### src/sv/bpl_pkg.sv
// ----------------------------------------------------------------------------
// bpl_pkg: shared types and constants for the bounded positional list
// Command and result payload structs, operation codes and field widths.
// ----------------------------------------------------------------------------
package bpl_pkg;

    localparam int CNT_W = 5;
    localparam int VAL_W = 32;

    localparam logic [CNT_W-1:0] CAP_RESET = 5'd10;
    localparam logic [VAL_W-1:0] VAL_NONE  = 32'hFFFF_FFFF;

    typedef enum logic [1:0] {
        MODE_INSERT = 2'd0,
        MODE_REMOVE = 2'd1,
        MODE_GET    = 2'd2,
        MODE_PURGE  = 2'd3
    } mode_t;

    typedef struct packed {
        mode_t              mode;
        logic [CNT_W-1:0]   position;
        logic signed [31:0] value;
    } cmd_t;

    typedef struct packed {
        logic               status;
        logic signed [31:0] read_value;
        logic [CNT_W-1:0]   entry_count;
        logic signed [31:0] head_value;
        logic signed [31:0] tail_value;
    } result_t;

endpackage

### src/sv/bpl_ram.sv
// ----------------------------------------------------------------------------
// bpl_ram: generic simple dual-port RAM
// One write port, one read port, read data registered.
// ----------------------------------------------------------------------------
module bpl_ram #(
    parameter int WIDTH = 32,
    parameter int DEPTH = 16
) (
    input  logic                     clk,
    input  logic                     we,
    input  logic [$clog2(DEPTH)-1:0] waddr,
    input  logic [WIDTH-1:0]         wdata,
    input  logic [$clog2(DEPTH)-1:0] raddr,
    output logic [WIDTH-1:0]         rdata
);

    logic [WIDTH-1:0] mem [DEPTH];

    // write port
    always_ff @(posedge clk)
    begin
        if (we)
        begin
            mem[waddr] <= wdata;
        end
    end

    // registered read port
    always_ff @(posedge clk)
    begin
        rdata <= mem[raddr];
    end

endmodule

### src/sv/bounded_positional_list.sv
// ----------------------------------------------------------------------------
// bounded_positional_list: ordered list with positional insert/remove/get
// Entries live in one RAM; a sequencer shifts, reads and purges through it.
//
//   channel | signals                         | transfer
//   --------+---------------------------------+-----------------------------
//   command | start, busy, cmd                | start high and busy low
//   result  | done, result                    | done high, one cycle, no stall
//   config  | cfg_valid, cfg_ready, cfg_data  | cfg_valid and cfg_ready high
//
// Get reads the entry, then the summary; rejects go straight to the summary.
// Insert and remove first shift the entries behind the position one place
// over. Each shift is one RAM read then one write.
// Purge reads each entry and compares it against the kept ones.
// Reset clears the count and sets capacity to 10; RAM contents are not cleared.
// Results cannot be stalled; busy stays high until the result strobe.
// ----------------------------------------------------------------------------
module bounded_positional_list #(
    parameter int DEPTH = 16
) (
    input  logic                    clk,
    input  logic                    rst_n,
    input  logic                    start,
    output logic                    busy,
    input  bpl_pkg::cmd_t           cmd,
    output logic                    done,
    output bpl_pkg::result_t        result,
    input  logic                    cfg_valid,
    output logic                    cfg_ready,
    input  logic [bpl_pkg::CNT_W-1:0] cfg_data
);

    import bpl_pkg::*;

    localparam int AW = $clog2(DEPTH);
    localparam logic [8:0] DEPTH_W = 9'(DEPTH);

    typedef enum logic [3:0] {
        S_IDLE, S_MV_RD, S_MV_WR, S_PUT, S_GET_W,
        S_P_RDI, S_P_CAP, S_P_RDJ, S_P_CMP,
        S_HEAD, S_TAIL, S_FIN
    } state_t;

    function automatic logic [AW-1:0] to_addr(input logic [CNT_W-1:0] p);
        logic [8:0] w;
        w = 9'(p);
        return w[AW-1:0];
    endfunction

    state_t           state_reg, state_next;
    logic [CNT_W-1:0] used_reg, used_next;
    logic [CNT_W-1:0] cap_reg;
    mode_t            op_reg, op_next;
    logic [CNT_W-1:0] pos_reg, pos_next;
    logic [VAL_W-1:0] val_reg, val_next;
    logic [CNT_W-1:0] ptr_reg, ptr_next;
    logic [CNT_W-1:0] i_reg, i_next;
    logic [CNT_W-1:0] j_reg, j_next;
    logic [CNT_W-1:0] kept_reg, kept_next;
    logic [VAL_W-1:0] cur_reg, cur_next;
    logic             status_reg, status_next;
    logic [VAL_W-1:0] readv_reg, readv_next;
    logic [VAL_W-1:0] head_reg, head_next;
    logic             done_reg, done_next;
    result_t          result_reg, result_next;

    logic             ram_we;
    logic [AW-1:0]    ram_waddr, ram_raddr;
    logic [VAL_W-1:0] ram_wdata, ram_rdata;
    logic [CNT_W-1:0] limit;
    logic             ins_reject;
    logic [CNT_W:0]   ptr_p2;

    bpl_ram #(.WIDTH(VAL_W), .DEPTH(DEPTH)) u_ram (
        .clk   (clk),
        .we    (ram_we),
        .waddr (ram_waddr),
        .wdata (ram_wdata),
        .raddr (ram_raddr),
        .rdata (ram_rdata)
    );

    assign busy      = (state_reg != S_IDLE);
    assign done      = done_reg;
    assign result    = result_reg;
    assign cfg_ready = 1'b1;

    // effective capacity and insert checks
    assign limit = (9'(cap_reg) < DEPTH_W) ? cap_reg : DEPTH_W[CNT_W-1:0];
    assign ins_reject = (used_reg >= limit) || (cmd.position > used_reg)
                        || (cmd.position > cap_reg);
    assign ptr_p2 = {1'b0, ptr_reg} + 6'd2;

    // sequencer next-state logic
    always_comb
    begin
        state_next  = state_reg;
        used_next   = used_reg;
        op_next     = op_reg;
        pos_next    = pos_reg;
        val_next    = val_reg;
        ptr_next    = ptr_reg;
        i_next      = i_reg;
        j_next      = j_reg;
        kept_next   = kept_reg;
        cur_next    = cur_reg;
        status_next = status_reg;
        readv_next  = readv_reg;
        head_next   = head_reg;
        done_next   = 1'b0;
        result_next = result_reg;
        ram_we      = 1'b0;
        ram_waddr   = '0;
        ram_wdata   = '0;
        ram_raddr   = '0;

        case (state_reg)
            S_IDLE:
            begin
                if (start)
                begin
                    op_next     = cmd.mode;
                    pos_next    = cmd.position;
                    val_next    = cmd.value;
                    status_next = 1'b0;
                    readv_next  = '0;
                    case (cmd.mode)
                        MODE_INSERT:
                        begin
                            if (ins_reject)
                            begin
                                status_next = 1'b1;
                                state_next  = S_HEAD;
                            end
                            else if (cmd.position == used_reg)
                            begin
                                state_next = S_PUT;
                            end
                            else
                            begin
                                ptr_next   = used_reg;
                                state_next = S_MV_RD;
                            end
                        end
                        MODE_REMOVE:
                        begin
                            if (cmd.position >= used_reg)
                            begin
                                status_next = 1'b1;
                                state_next  = S_HEAD;
                            end
                            else if (6'(cmd.position) + 6'd1 >= 6'(used_reg))
                            begin
                                used_next  = used_reg - 5'd1;
                                state_next = S_HEAD;
                            end
                            else
                            begin
                                ptr_next   = cmd.position;
                                state_next = S_MV_RD;
                            end
                        end
                        MODE_GET:
                        begin
                            if (cmd.position < used_reg)
                            begin
                                ram_raddr  = to_addr(cmd.position);
                                state_next = S_GET_W;
                            end
                            else
                            begin
                                status_next = 1'b1;
                                readv_next  = VAL_NONE;
                                state_next  = S_HEAD;
                            end
                        end
                        default:
                        begin
                            i_next     = '0;
                            kept_next  = '0;
                            state_next = S_P_RDI;
                        end
                    endcase
                end
            end

            // shift: read the source neighbor
            S_MV_RD:
            begin
                if (op_reg == MODE_INSERT)
                begin
                    ram_raddr = to_addr(ptr_reg - 5'd1);
                end
                else
                begin
                    ram_raddr = to_addr(ptr_reg + 5'd1);
                end
                state_next = S_MV_WR;
            end

            // shift: write it one place over
            S_MV_WR:
            begin
                ram_we    = 1'b1;
                ram_waddr = to_addr(ptr_reg);
                ram_wdata = ram_rdata;
                if (op_reg == MODE_INSERT)
                begin
                    ptr_next = ptr_reg - 5'd1;
                    if (ptr_reg - 5'd1 == pos_reg)
                    begin
                        state_next = S_PUT;
                    end
                    else
                    begin
                        state_next = S_MV_RD;
                    end
                end
                else
                begin
                    ptr_next = ptr_reg + 5'd1;
                    if (ptr_p2 >= 6'(used_reg))
                    begin
                        used_next  = used_reg - 5'd1;
                        state_next = S_HEAD;
                    end
                    else
                    begin
                        state_next = S_MV_RD;
                    end
                end
            end

            S_PUT:
            begin
                ram_we     = 1'b1;
                ram_waddr  = to_addr(pos_reg);
                ram_wdata  = val_reg;
                used_next  = used_reg + 5'd1;
                state_next = S_HEAD;
            end

            S_GET_W:
            begin
                readv_next = ram_rdata;
                state_next = S_HEAD;
            end

            // purge: fetch entry i
            S_P_RDI:
            begin
                if (i_reg >= used_reg)
                begin
                    used_next  = kept_reg;
                    state_next = S_HEAD;
                end
                else
                begin
                    ram_raddr  = to_addr(i_reg);
                    state_next = S_P_CAP;
                end
            end

            S_P_CAP:
            begin
                cur_next   = ram_rdata;
                j_next     = '0;
                state_next = S_P_RDJ;
            end

            // purge: scan kept entries, or keep this one
            S_P_RDJ:
            begin
                if (j_reg >= kept_reg)
                begin
                    ram_we     = 1'b1;
                    ram_waddr  = to_addr(kept_reg);
                    ram_wdata  = cur_reg;
                    kept_next  = kept_reg + 5'd1;
                    i_next     = i_reg + 5'd1;
                    state_next = S_P_RDI;
                end
                else
                begin
                    ram_raddr  = to_addr(j_reg);
                    state_next = S_P_CMP;
                end
            end

            S_P_CMP:
            begin
                if (ram_rdata == cur_reg)
                begin
                    i_next     = i_reg + 5'd1;
                    state_next = S_P_RDI;
                end
                else
                begin
                    j_next     = j_reg + 5'd1;
                    state_next = S_P_RDJ;
                end
            end

            // summary: head then tail
            S_HEAD:
            begin
                if (used_reg == '0)
                begin
                    result_next.status      = status_reg;
                    result_next.read_value  = readv_reg;
                    result_next.entry_count = used_reg;
                    result_next.head_value  = VAL_NONE;
                    result_next.tail_value  = VAL_NONE;
                    done_next               = 1'b1;
                    state_next              = S_IDLE;
                end
                else
                begin
                    ram_raddr  = '0;
                    state_next = S_TAIL;
                end
            end

            S_TAIL:
            begin
                head_next  = ram_rdata;
                ram_raddr  = to_addr(used_reg - 5'd1);
                state_next = S_FIN;
            end

            S_FIN:
            begin
                result_next.status      = status_reg;
                result_next.read_value  = readv_reg;
                result_next.entry_count = used_reg;
                result_next.head_value  = head_reg;
                result_next.tail_value  = ram_rdata;
                done_next               = 1'b1;
                state_next              = S_IDLE;
            end

            default:
            begin
                state_next = S_IDLE;
            end
        endcase
    end

    // state, counters and registered outputs
    always_ff @(posedge clk or negedge rst_n)
    begin
        if (!rst_n)
        begin
            state_reg <= S_IDLE;
            used_reg  <= '0;
            cap_reg   <= CAP_RESET;
            done_reg  <= 1'b0;
        end
        else
        begin
            state_reg <= state_next;
            used_reg  <= used_next;
            done_reg  <= done_next;
            if (cfg_valid && cfg_ready)
            begin
                cap_reg <= cfg_data;
            end
        end
    end

    // payload registers
    always_ff @(posedge clk)
    begin
        op_reg     <= op_next;
        pos_reg    <= pos_next;
        val_reg    <= val_next;
        ptr_reg    <= ptr_next;
        i_reg      <= i_next;
        j_reg      <= j_next;
        kept_reg   <= kept_next;
        cur_reg    <= cur_next;
        status_reg <= status_next;
        readv_reg  <= readv_next;
        head_reg   <= head_next;
        result_reg <= result_next;
    end

`ifndef SYNTHESIS
    a_count_bound: assert property (@(posedge clk) disable iff (!rst_n)
        9'(used_reg) <= DEPTH_W)
        else $error("entry count above depth");

    a_one_strobe: assert property (@(posedge clk) disable iff (!rst_n)
        done |=> !done)
        else $error("result strobe held two cycles");

    a_accept_busy: assert property (@(posedge clk) disable iff (!rst_n)
        (start && !busy) |=> busy)
        else $error("accepted command did not raise busy");

    a_empty_head: assert property (@(posedge clk) disable iff (!rst_n)
        (done && result.entry_count == '0) |-> (result.head_value == -32'sd1))
        else $error("empty list reported a head value");
`endif

endmodule

### config.mk
export PLATFORM = sky130hd
export DESIGN_NAME = bounded_positional_list
export DESIGN_NICKNAME = d
export VERILOG_FILES = /design/src/sv/bpl_pkg.sv /design/src/sv/bpl_ram.sv /design/src/sv/bounded_positional_list.sv
export SDC_FILE = /design/constraint.sdc
export NUM_CORES = 1
export LEC_CHECK = 0
export BUFFER_PORTS_ARGS = -buffer_cell sky130_fd_sc_hd__buf_4
export CAP_MARGIN = 20
export CELL_PAD_IN_SITES_DETAIL_PLACEMENT = 0
export CELL_PAD_IN_SITES_GLOBAL_PLACEMENT = 2
export CORE_UTILIZATION = 46
export CTS_BUF_LIST = sky130_fd_sc_hd__clkbuf_2 sky130_fd_sc_hd__clkbuf_4 sky130_fd_sc_hd__clkbuf_8
export CTS_CLUSTER_SIZE = 40
export DETAILED_ROUTE_END_ITERATION = 12
export PLACE_DENSITY_LB_ADDON = 0.12
export SYNTH_ARGS = -nofsm -noshare
export SYNTH_HDL_FRONTEND = slang
export SYNTH_SLANG_ARGS = --single-unit
### constraint.sdc
create_clock -name clk -period 10.7 [get_ports clk]
set_input_delay 1.07 -clock clk [delete_from_list [all_inputs] [get_ports clk]]
set_output_delay 1.07 -clock clk [all_outputs]
set_load 0.05 [all_outputs]
==> results.cfg, run 1 <==
[setup_path]
slowest_delay_ns = 0.84
end_kind = flop
start_kind = flop
worstPathRequired_ns = 11.37
crit_top_cell = buf_4
reg2reg_depth = 12
r2r_start = used_reg[2]
reg2reg_setup_slack_ns = 6.00
crit_chain = inv_1 > ha_1 > and4_1 > a221oi_1 > buf_4 > a311oi_1 > o211a_4 > buf_4 > a21oi_1 > a21boi_0 > a311o_1 > o211ai_1
worst_ep_arrival_time_ns = 5.37
cpMaxStageDelayCell = a311oi_1
criticalPathCategory = reg -> reg
critPathMaxFanout = 70
r2r-end = u_ram.rdata[10]

[global_routing]
grt_pass1_vias = 19937
grt_pass1_wl_um = 128000
antenna_found_initial = 2
grt_max_degree = 225
grt_usage_pct = 23.7
overflow = 0

[die]
die_area_sq_um = 72500
rows = 97
die_height_um = 269
initial_core_util_pct = 46.7
coreArea_sq_um = 70400
ios = 153
chipWidth_um = 269

[synth]
syn_area_sq_um = 32900
avgSynthCellArea_sq_um = 14.1
syn_inst = 2324
synth_fp_nets = 2419
postSynth.asyncResetShare_pct = 1.84
yosys.cell_types.count = 68
synth_top_area_share_pct = 70.4
ys_ff_latch = 817
yosysSeqAreaShare_pct = 73.5
synth_edf_count = 770
ys_warn_count = 0
synth_area_leader_cell = edfxtp_1
synthTopCellsByArea = edfxtp_1, nand2_1, a21oi_1, a22oi_1, dfxtp_1
synth_ff_type = edfxtp_1

[cts]
cts_buffers = 138
insertion_delay_ns = 0.78
post-cts-setup-buffer-count = 0
clock_sinks = 817
clk_pin_slew_ns = 0.06
cts.htree.levels = 4
ctsResizeCount = 0
clk_path_buf_depth = 3
cts_hold_buf = 0
cts_tree = built
clockRootBuffer = clkbuf_8

[sta]
hold_ws_ns = 0.150
worst_slack_ns = 6.00
fmax_mhz = 213
min_period_ns = 4.70
setup_viol_count_final = 0
hold_violations = 0
maxSlewViolCount = 0
slew-limit-headroom_pct = 23.1
worstMarginPinSlew_ns = 1.15
final.setup.tns_ns = 0
fin_crit_sh_pct = 44.0
rsz0062_at_grt = no
skew_ns = 0.0456

[detailed_routing]
antenna_left = 0
dr_total_vias = 20327
vias_per_cell = 5.71
initialDrtViolationCount = 1976
drc = 0
wl_um = 86700
dr.pass1.iters = 8
avgRoutedWirePerCell_um = 24.3

[place]
port_buffers = 151
dp_slack_ns = 5.58
dpl.hpwl_um = 48300
gp_congestion = 0.850

[power_and_ir_drop]
p_leak_nw = 13.1
totalPowerFinal_w = 0.0106
power_density_nw_per_um2 = 281
irDropWorstVdd_v = 0.000256

[min_path]
hold_class = in -> async

[layout]
fin_nets = 2602
area_delta_synth_final_pct = 15.1
final_core_util_pct = 53.7
drive_above_1_share_pct = 18.3
largest_reg_flops = 512

[outcome]
outcome = finished, final reports clean

[run]
max_cap_viol_count = 0
## where the power goes
part | internal (W) | total [W] | switching (W)
Clock | 0.00153 | 0.00277 | 0.00124
Combinational | 0.00100 | 0.00325 | 0.00225
Sequential | 0.00423 | 0.00461 | 0.000383
## cells in the mapped netlist, types with 6 or more instances
master	n
nand2b_1	13
a22o_1	33
o21ai_0	22
nand3_1	34
dfxtp_1	32
a22oi_1	100
edfxtp_1	770
a211oi_1	6
a31oi_1	8
buf_6	6
xor2_1	10
nand4_1	11
a32oi_1	20
a21oi_1	252
o211ai_1	36
buf_1	7
inv_1	59
or3_1	65
a311o_1	12
nor2_1	67
dfrtp_1	13
a21o_1	9
buf_4	9
a222oi_1	36
ha_1	47
xnor2_1	47
buf_2	66
clkbuf_1	60
a21boi_0	15
nand2_1	367
nor3_1	14
## stage by stage
| step | instances | instance area (sq um) |
|---|---|---|
| after floorplan | 2324 | 32900 |
| after global placement | 3306 | 35000 |
| after detailed placement | 3306 | 35000 |
| after CTS | 3558 | 37800 |
| after global routing | 3562 | 37800 |
| final | 3562 | 37800 |
## worst max path at each step
stage,startpoint,end,cells past startpoint
2_1_floorplan,state_reg[1],result[0],4
3_3_place_gp,cmd[34],u_ram.rdata[23],12
3_5_place_dp,cmd[36],u_ram.rdata[10],12
4_1_cts,used_reg[2],u_ram.rdata[10],12
5_1_grt,used_reg[2],u_ram.rdata[4],12
6_report,used_reg[2],u_ram.rdata[10],12
## cell usage in the layout (no fill, tap or decap), types with 22 or more instances in the layout
master / synthesis / routed
a22oi_1: 100 / 100
clkbuf_4: 0 / 62
o211ai_1: 36 / 36
a22o_1: 33 / 33
a222oi_1: 36 / 36
clkbuf_8: 0 / 152
inv_1: 59 / 59
nand2_1: 367 / 366
o21ai_0: 22 / 22
a21oi_1: 252 / 252
buf_4: 9 / 189
edfxtp_1: 770 / 770
xnor2_1: 47 / 47
nand3_1: 34 / 34
dfxtp_1: 32 / 32
ha_1: 47 / 47
or3_1: 65 / 65
nor2_1: 67 / 45
## cell families after synthesis
| group | Yosys count | share of synthesized area, % |
|---|---|---|
| multiplexers | 5 | 0.164 |
| flip-flops | 817 | 73.5 |
| AND/OR/NAND/NOR | 605 | 8.14 |
| other | 1 | 0.0114 |
| XOR/XNOR | 57 | 1.52 |
| AO/OA/AOI/OAI | 585 | 12.1 |
| buffers and inverters | 207 | 2.86 |
| adder cells (fa/ha/maj) | 47 | 1.79 |
## critical path, delay by kind of cell (launching register included)
| kind | cells | cell delay, ns |
|---|---|---|
| AOI/OAI and AO/OA | 7 | 2.29 |
| adders and majority gates | 1 | 0.36 |
| buffers and inverters | 3 | 1.18 |
| DFF | 1 | 0.51 |
| and+or+nand+nor | 1 | 0.20 |
## final cells by class
| type | count | area, sq um |
|---|---|---|
| tap | 940 | 1180 |
| antenna | 3 | 7.51 |
| timing repair buffer | 191 | 1470 |
| fill | 5942 | 32600 |
| sequential | 817 | 24100 |
| clock buffer | 214 | 2560 |
| inverter | 59 | 221 |
| clock inverter | 38 | 228 |
| multi-input combinational | 1300 | 8020 |
## routing by layer
layer	GRT usage (%)	wire (um)	vias up
met5	0	7	-
met4	7.40	1810	2
met3	5.30	6490	121
met2	36.3	39300	750
met1	33.8	39100	10193
li1	-	-	9261
(Power assumes the default switching activity.)
==> run 2, diff against run 1 <==
--- a/config.mk
+++ b/config.mk
@@ -9,7 +9,7 @@
 export CAP_MARGIN = 20
 export CELL_PAD_IN_SITES_DETAIL_PLACEMENT = 0
 export CELL_PAD_IN_SITES_GLOBAL_PLACEMENT = 2
-export CORE_UTILIZATION = 46
+export CORE_UTILIZATION = 42
 export CTS_BUF_LIST = sky130_fd_sc_hd__clkbuf_2 sky130_fd_sc_hd__clkbuf_4 sky130_fd_sc_hd__clkbuf_8
 export CTS_CLUSTER_SIZE = 40
 export DETAILED_ROUTE_END_ITERATION = 12
==> constraint.sdc (replaced) <==
create_clock -name clk -period 3.9 [get_ports clk]
set_input_delay 0.39 -clock clk [delete_from_list [all_inputs] [get_ports clk]]
set_output_delay 0.39 -clock clk [all_outputs]
set_load 0.05 [all_outputs]
==> results.cfg, run 2 (same netlist as run 1, synthesis figures left out) <==
[global_routing]
grt_pass1_wl_um = 131000
grt_max_degree = 100
grt_pass1_vias = 20527
grt_usage_pct = 22.3
overflow = 0
antenna_found_initial = 1

[layout]
mostFrequentLayoutCell = edfxtp_1
multi_input_area_sq_um = 8030
final_cell_mix = edfxtp_1, nand2_1, a21oi_1
fin_nets = 2727
area_delta_synth_final_pct = 19.7
finalInstanceArea_sq_um = 39300
drive_above_1_share_pct = 19.1
seq_area_sq_um = 24100
final_core_util_pct = 50.8
largest_reg_flops = 512
fillCellCount = 6625

[setup_path]
end_kind = flop
worstPathRequired_ns = 4.51
start_kind = flop
reg2reg_depth = 11
endpoint = u_ram.rdata[21]
worst_ep_arrival_time_ns = 4.29
critPathMaxFanout = 32
r2r_start = ptr_reg[2]
criticalPathCategory = reg -> reg
cp-startpoint = ptr_reg[2]
r2r-end = u_ram.rdata[21]
reg2reg_setup_slack_ns = 0.23

[power_and_ir_drop]
power.internal_w = 0.0190
seqPwrFrac_pct = 41.6
combPwrFrac_pct = 33.4
p_leak_nw = 13.7
netSwitchingFraction_pct = 36.9
irDropWorstVdd_v = 0.000370
power_density_nw_per_um2 = 765
clkPwrFrac_pct = 25.0
switchingPower_w = 0.0111
totalPowerFinal_w = 0.0301

[detailed_routing]
top_layer = met4
antenna_left = 0
met2_length_um = 39800
initialDrtViolationCount = 1883
dr.pass1.iters = 8
vias_per_cell = 5.47
drc = 0
wl_um = 88600
dr_total_vias = 20670
avgRoutedWirePerCell_um = 23.4
met3_length_um = 4740
wl_met1_um = 42400

[sta]
fin_crit_sh_pct = 94.2
rsz0062_at_grt = no
maxSlewViolCount = 0
min_period_ns = 3.67
slew-limit-headroom_pct = 36.0
setup_viol_count_final = 0
skew_ns = 0.0271
worstMarginPinSlew_ns = 0.959
hold_ws_ns = 0.0975
worst_slack_ns = 0.228
fmax_mhz = 272
hold_violations = 0

[die]
die_height_um = 282
chipWidth_um = 282
initial_core_util_pct = 42.4
ios = 153
die_area_sq_um = 79400
coreArea_sq_um = 77500
rows = 102

[cts]
cts.htree.levels = 4
clock_sinks = 817
ctsResizeCount = 0
clk_pin_slew_ns = 0.06
cts_tree = built
cts_buffers = 140
clockRootBuffer = clkbuf_8
clk_path_buf_depth = 3
insertion_delay_ns = 0.78

[min_path]
hold_class = in -> reg

[place]
place_area_sq_um = 36000
gp_congestion = 0.825
dp_slack_ns = 0.207
port_buffers = 151
dpl.hpwl_um = 57100

[run]
max_cap_viol_count = 0

[outcome]
outcome = finished, final reports clean
==> run 2: changes by cell type in the layout (fill, tap and decap cells not counted), moves of 3 or more <==
cell | before | now
buf_12 | 1 | 33
buf_4 | 189 | 225
bufinv_16 | 0 | 4
clkbuf_4 | 62 | 30
clkbuf_8 | 152 | 147
clkinv_1 | 15 | 36
clkinv_2 | 11 | 19
dlygate4sd3_1 | 0 | 55
inv_6 | 4 | 1
==> run 2: how the worst min path moves through the flow <==
stage               depth (start not counted)            to   from  slack [ns]
floorplan                                   0    cap_reg[0]  rst_n        0.09
CTS                                         3  state_reg[2]  start        0.02
global route                                3  state_reg[2]  start        0.09
detailed placement                          1    cap_reg[2]  rst_n        0.28
finish                                      3  state_reg[2]  start         0.1
global placement                            1   used_reg[2]  rst_n        0.28
==> run 2: repair_timing <==
action / in CTS / in global routing
hold buffers: 55 / 0
endpoints found under the setup margin: 0 / 5
setup buffers: 0 / 0
endpoints found under the hold margin: 60 / 0
==> run 2: critical path, stage by stage, from the launching register on <==
cell      delay, ns
edfxtp_1       0.38
buf_4          0.20
ha_1           0.24
and2_1         0.17
mux2_2         0.27
xnor2_1        0.31
o211ai_1       0.28
a221oi_4       0.63
nor2b_4        0.10
buf_12         0.21
a22oi_1        0.47
o211ai_1       0.22
==> run 2: cell type report <==
| type | instances | share of cell area [%] |
|---|---|---|
| Inverter | 59 | 0.563 |
| Tap cell | 1040 | 3.31 |
| Clock inverter | 71 | 1.20 |
| Timing Repair Buffer | 313 | 7.38 |
| Clock buffer | 177 | 5.72 |
| Antenna cell | 2 | 0.0127 |
| Sequential cell | 817 | 61.4 |
| Multi-Input combinational cell | 1301 | 20.4 |
==> run 2: metal layers <==
metal / vias up / global-route usage, %
li1: 9496 / -
met1: 10429 / 33.2
met2: 629 / 33.6
met3: 116 / 3.75
met4: 0 / 6.49
met5: - / 0
==> run 2: through the flow <==
stage,setup TNS [ns],cells
after floorplan,-66.14,2324
after global placement,0,3473
after detailed placement,0,3474
after CTS,0,3777
after global routing,0,3779
final,0,3780
==> run 2: power groups by stage <==
stage / Sequential [W] / Clock [W] / Combinational, W
after detailed placement: 0.0127 / 0 / 0.0100
after global routing: 0.0126 / 0.00808 / 0.0110
final: 0.0125 / 0.00753 / 0.0101
after CTS: 0.0125 / 0.00773 / 0.0101
after floorplan: 0.0125 / 0 / 0.00609
after global placement: 0.0127 / 0 / 0.00995
==> run 3, diff against run 2 <==
==> constraint.sdc (replaced) <==
create_clock -name clk -period 3.9 [get_ports clk]
set_input_delay 0.195 -clock clk [delete_from_list [all_inputs] [get_ports clk]]
set_output_delay 0.195 -clock clk [all_outputs]
set_load 0.05 [all_outputs]
==> results.cfg, run 3 (same netlist as run 1, synthesis figures left out) <==
[outcome]
outcome = finished, final reports clean

[setup_path]
path_depth = 10
cpMaxStageDelayCell = nor2_4
crit_buf_inv = 1
criticalPathCategory = reg -> reg
reg2reg_depth = 10
start_kind = flop
crit_chain = inv_1 > ha_1 > a21boi_0 > mux2_2 > xnor2_1 > o211ai_1 > a221oi_4 > nor2_4 > a22oi_1 > o211ai_1
critPathTopFamily = compound AO/OA/AOI/OAI gates
worst_ep_arrival_time_ns = 4.34
end_kind = flop
critPathMaxFanout = 32
slowest_delay_ns = 0.79
worstPathRequired_ns = 4.59
crit_top_cell = o211ai_1

[layout]
seq_area_sq_um = 24100
multi_input_area_sq_um = 8030
drive_above_1_share_pct = 19.4
mostFrequentLayoutCell = edfxtp_1
fin_nets = 2721
final_core_util_pct = 50.9
fillCellCount = 6726
area_delta_synth_final_pct = 19.9
largest_reg_flops = 512
final_cell_mix = edfxtp_1, nand2_1, a21oi_1

[min_path]
hold_class = in -> reg
holdPathStages = 2

[sta]
worstMarginPinSlew_ns = 1.02
fmax_mhz = 274
rsz0062_at_grt = no
min_period_ns = 3.65
fin_crit_sh_pct = 93.7
slew-limit-headroom_pct = 32.2
setup_viol_count_final = 0
hold_violations = 0
skew_ns = 0.0264
maxSlewViolCount = 0
hold_ws_ns = 0.145
final.setup.tns_ns = 0

[power_and_ir_drop]
totalPowerFinal_w = 0.0304
power_density_nw_per_um2 = 770
irDropWorstVdd_v = 0.000397
p_leak_nw = 13.7

[detailed_routing]
drc = 0
vias_per_cell = 5.51
antenna_left = 0
initialDrtViolationCount = 1620
wl_um = 90500
avgRoutedWirePerCell_um = 23.9
dr_total_vias = 20842
dr.pass1.iters = 9

[die]
ios = 153
coreArea_sq_um = 77500
chipWidth_um = 282
initial_core_util_pct = 42.4
die_height_um = 282
rows = 102
die_area_sq_um = 79400

[cts]
cts.htree.levels = 4
clk_pin_slew_ns = 0.06
cts_buffers = 141
clk_path_buf_depth = 3
insertion_delay_ns = 0.78
clockRootBuffer = clkbuf_8
clock_sinks = 817
cts_tree = built

[global_routing]
overflow = 0
grt_pass1_wl_um = 134000
grt_usage_pct = 23.0
grt_pass1_vias = 20549
antenna_found_initial = 1
grt_max_degree = 90

[run]
max_cap_viol_count = 0

[place]
gp_congestion = 0.848
port_buffers = 151
dpl.hpwl_um = 58300
[run 3: layer usage]
layer	GRT usage, %	share of wire (%)	vias to the layer above
met4	6.44	1.9	0
met3	3.91	6.1	122
li1	-	-	9498
met1	34.5	48	10550
met2	34.3	44	672
met5	0	0	-
[run 3: area by class of cell]
type,count,share of cell area [%]
Clock buffer,199,6.25
Multi-Input combinational cell,1300,20.4
Tap cell,1040,3.30
Antenna cell,4,0.0254
Sequential cell,817,61.2
Timing Repair Buffer,307,7.42
Clock inverter,54,0.819
Inverter,59,0.562
[run 3: metrics by stage]
step	area, sq um	worst slack [ns]	cells
after floorplan	32900	-0.356	2324
after global placement	36100	0.301	3473
after detailed placement	36100	0.269	3473
after CTS	39400	0.195	3775
after global routing	39400	0.00931	3778
final	39400	0.247	3780
[run 3: report_power, final]
group          switching (W)  total, W  leakage, nW  internal, W
Clock                0.00350   0.00761         1.46      0.00411
Sequential           0.00102    0.0126         7.48       0.0116
Combinational        0.00683    0.0101         4.76      0.00330
[run 3: timing repair]
item | in CTS | in global routing
hold buffers | 49 | 0
setup endpoints to repair | 0 | 1
buffers inserted | 0 | 0
gates resized for setup | 0 | 1
endpoints found under the hold margin | 74 | 0
[run 3: worst paths after layout]
check | endpoint | slack (ns) | from
setup / recovery | u_ram.rdata[26] | 0.25 | ptr_reg[1]
hold / removal | val_reg[24] | 0.15 | cmd[24]
setup reg to reg | u_ram.rdata[26] | 0.25 | ptr_reg[1]
hold reg to reg | result[69] | 0.41 | readv_reg[0]
max in group asynchronous | state_reg[2] | 2.17 | rst_n
min in group asynchronous | cap_reg[3] | 0.46 | rst_n
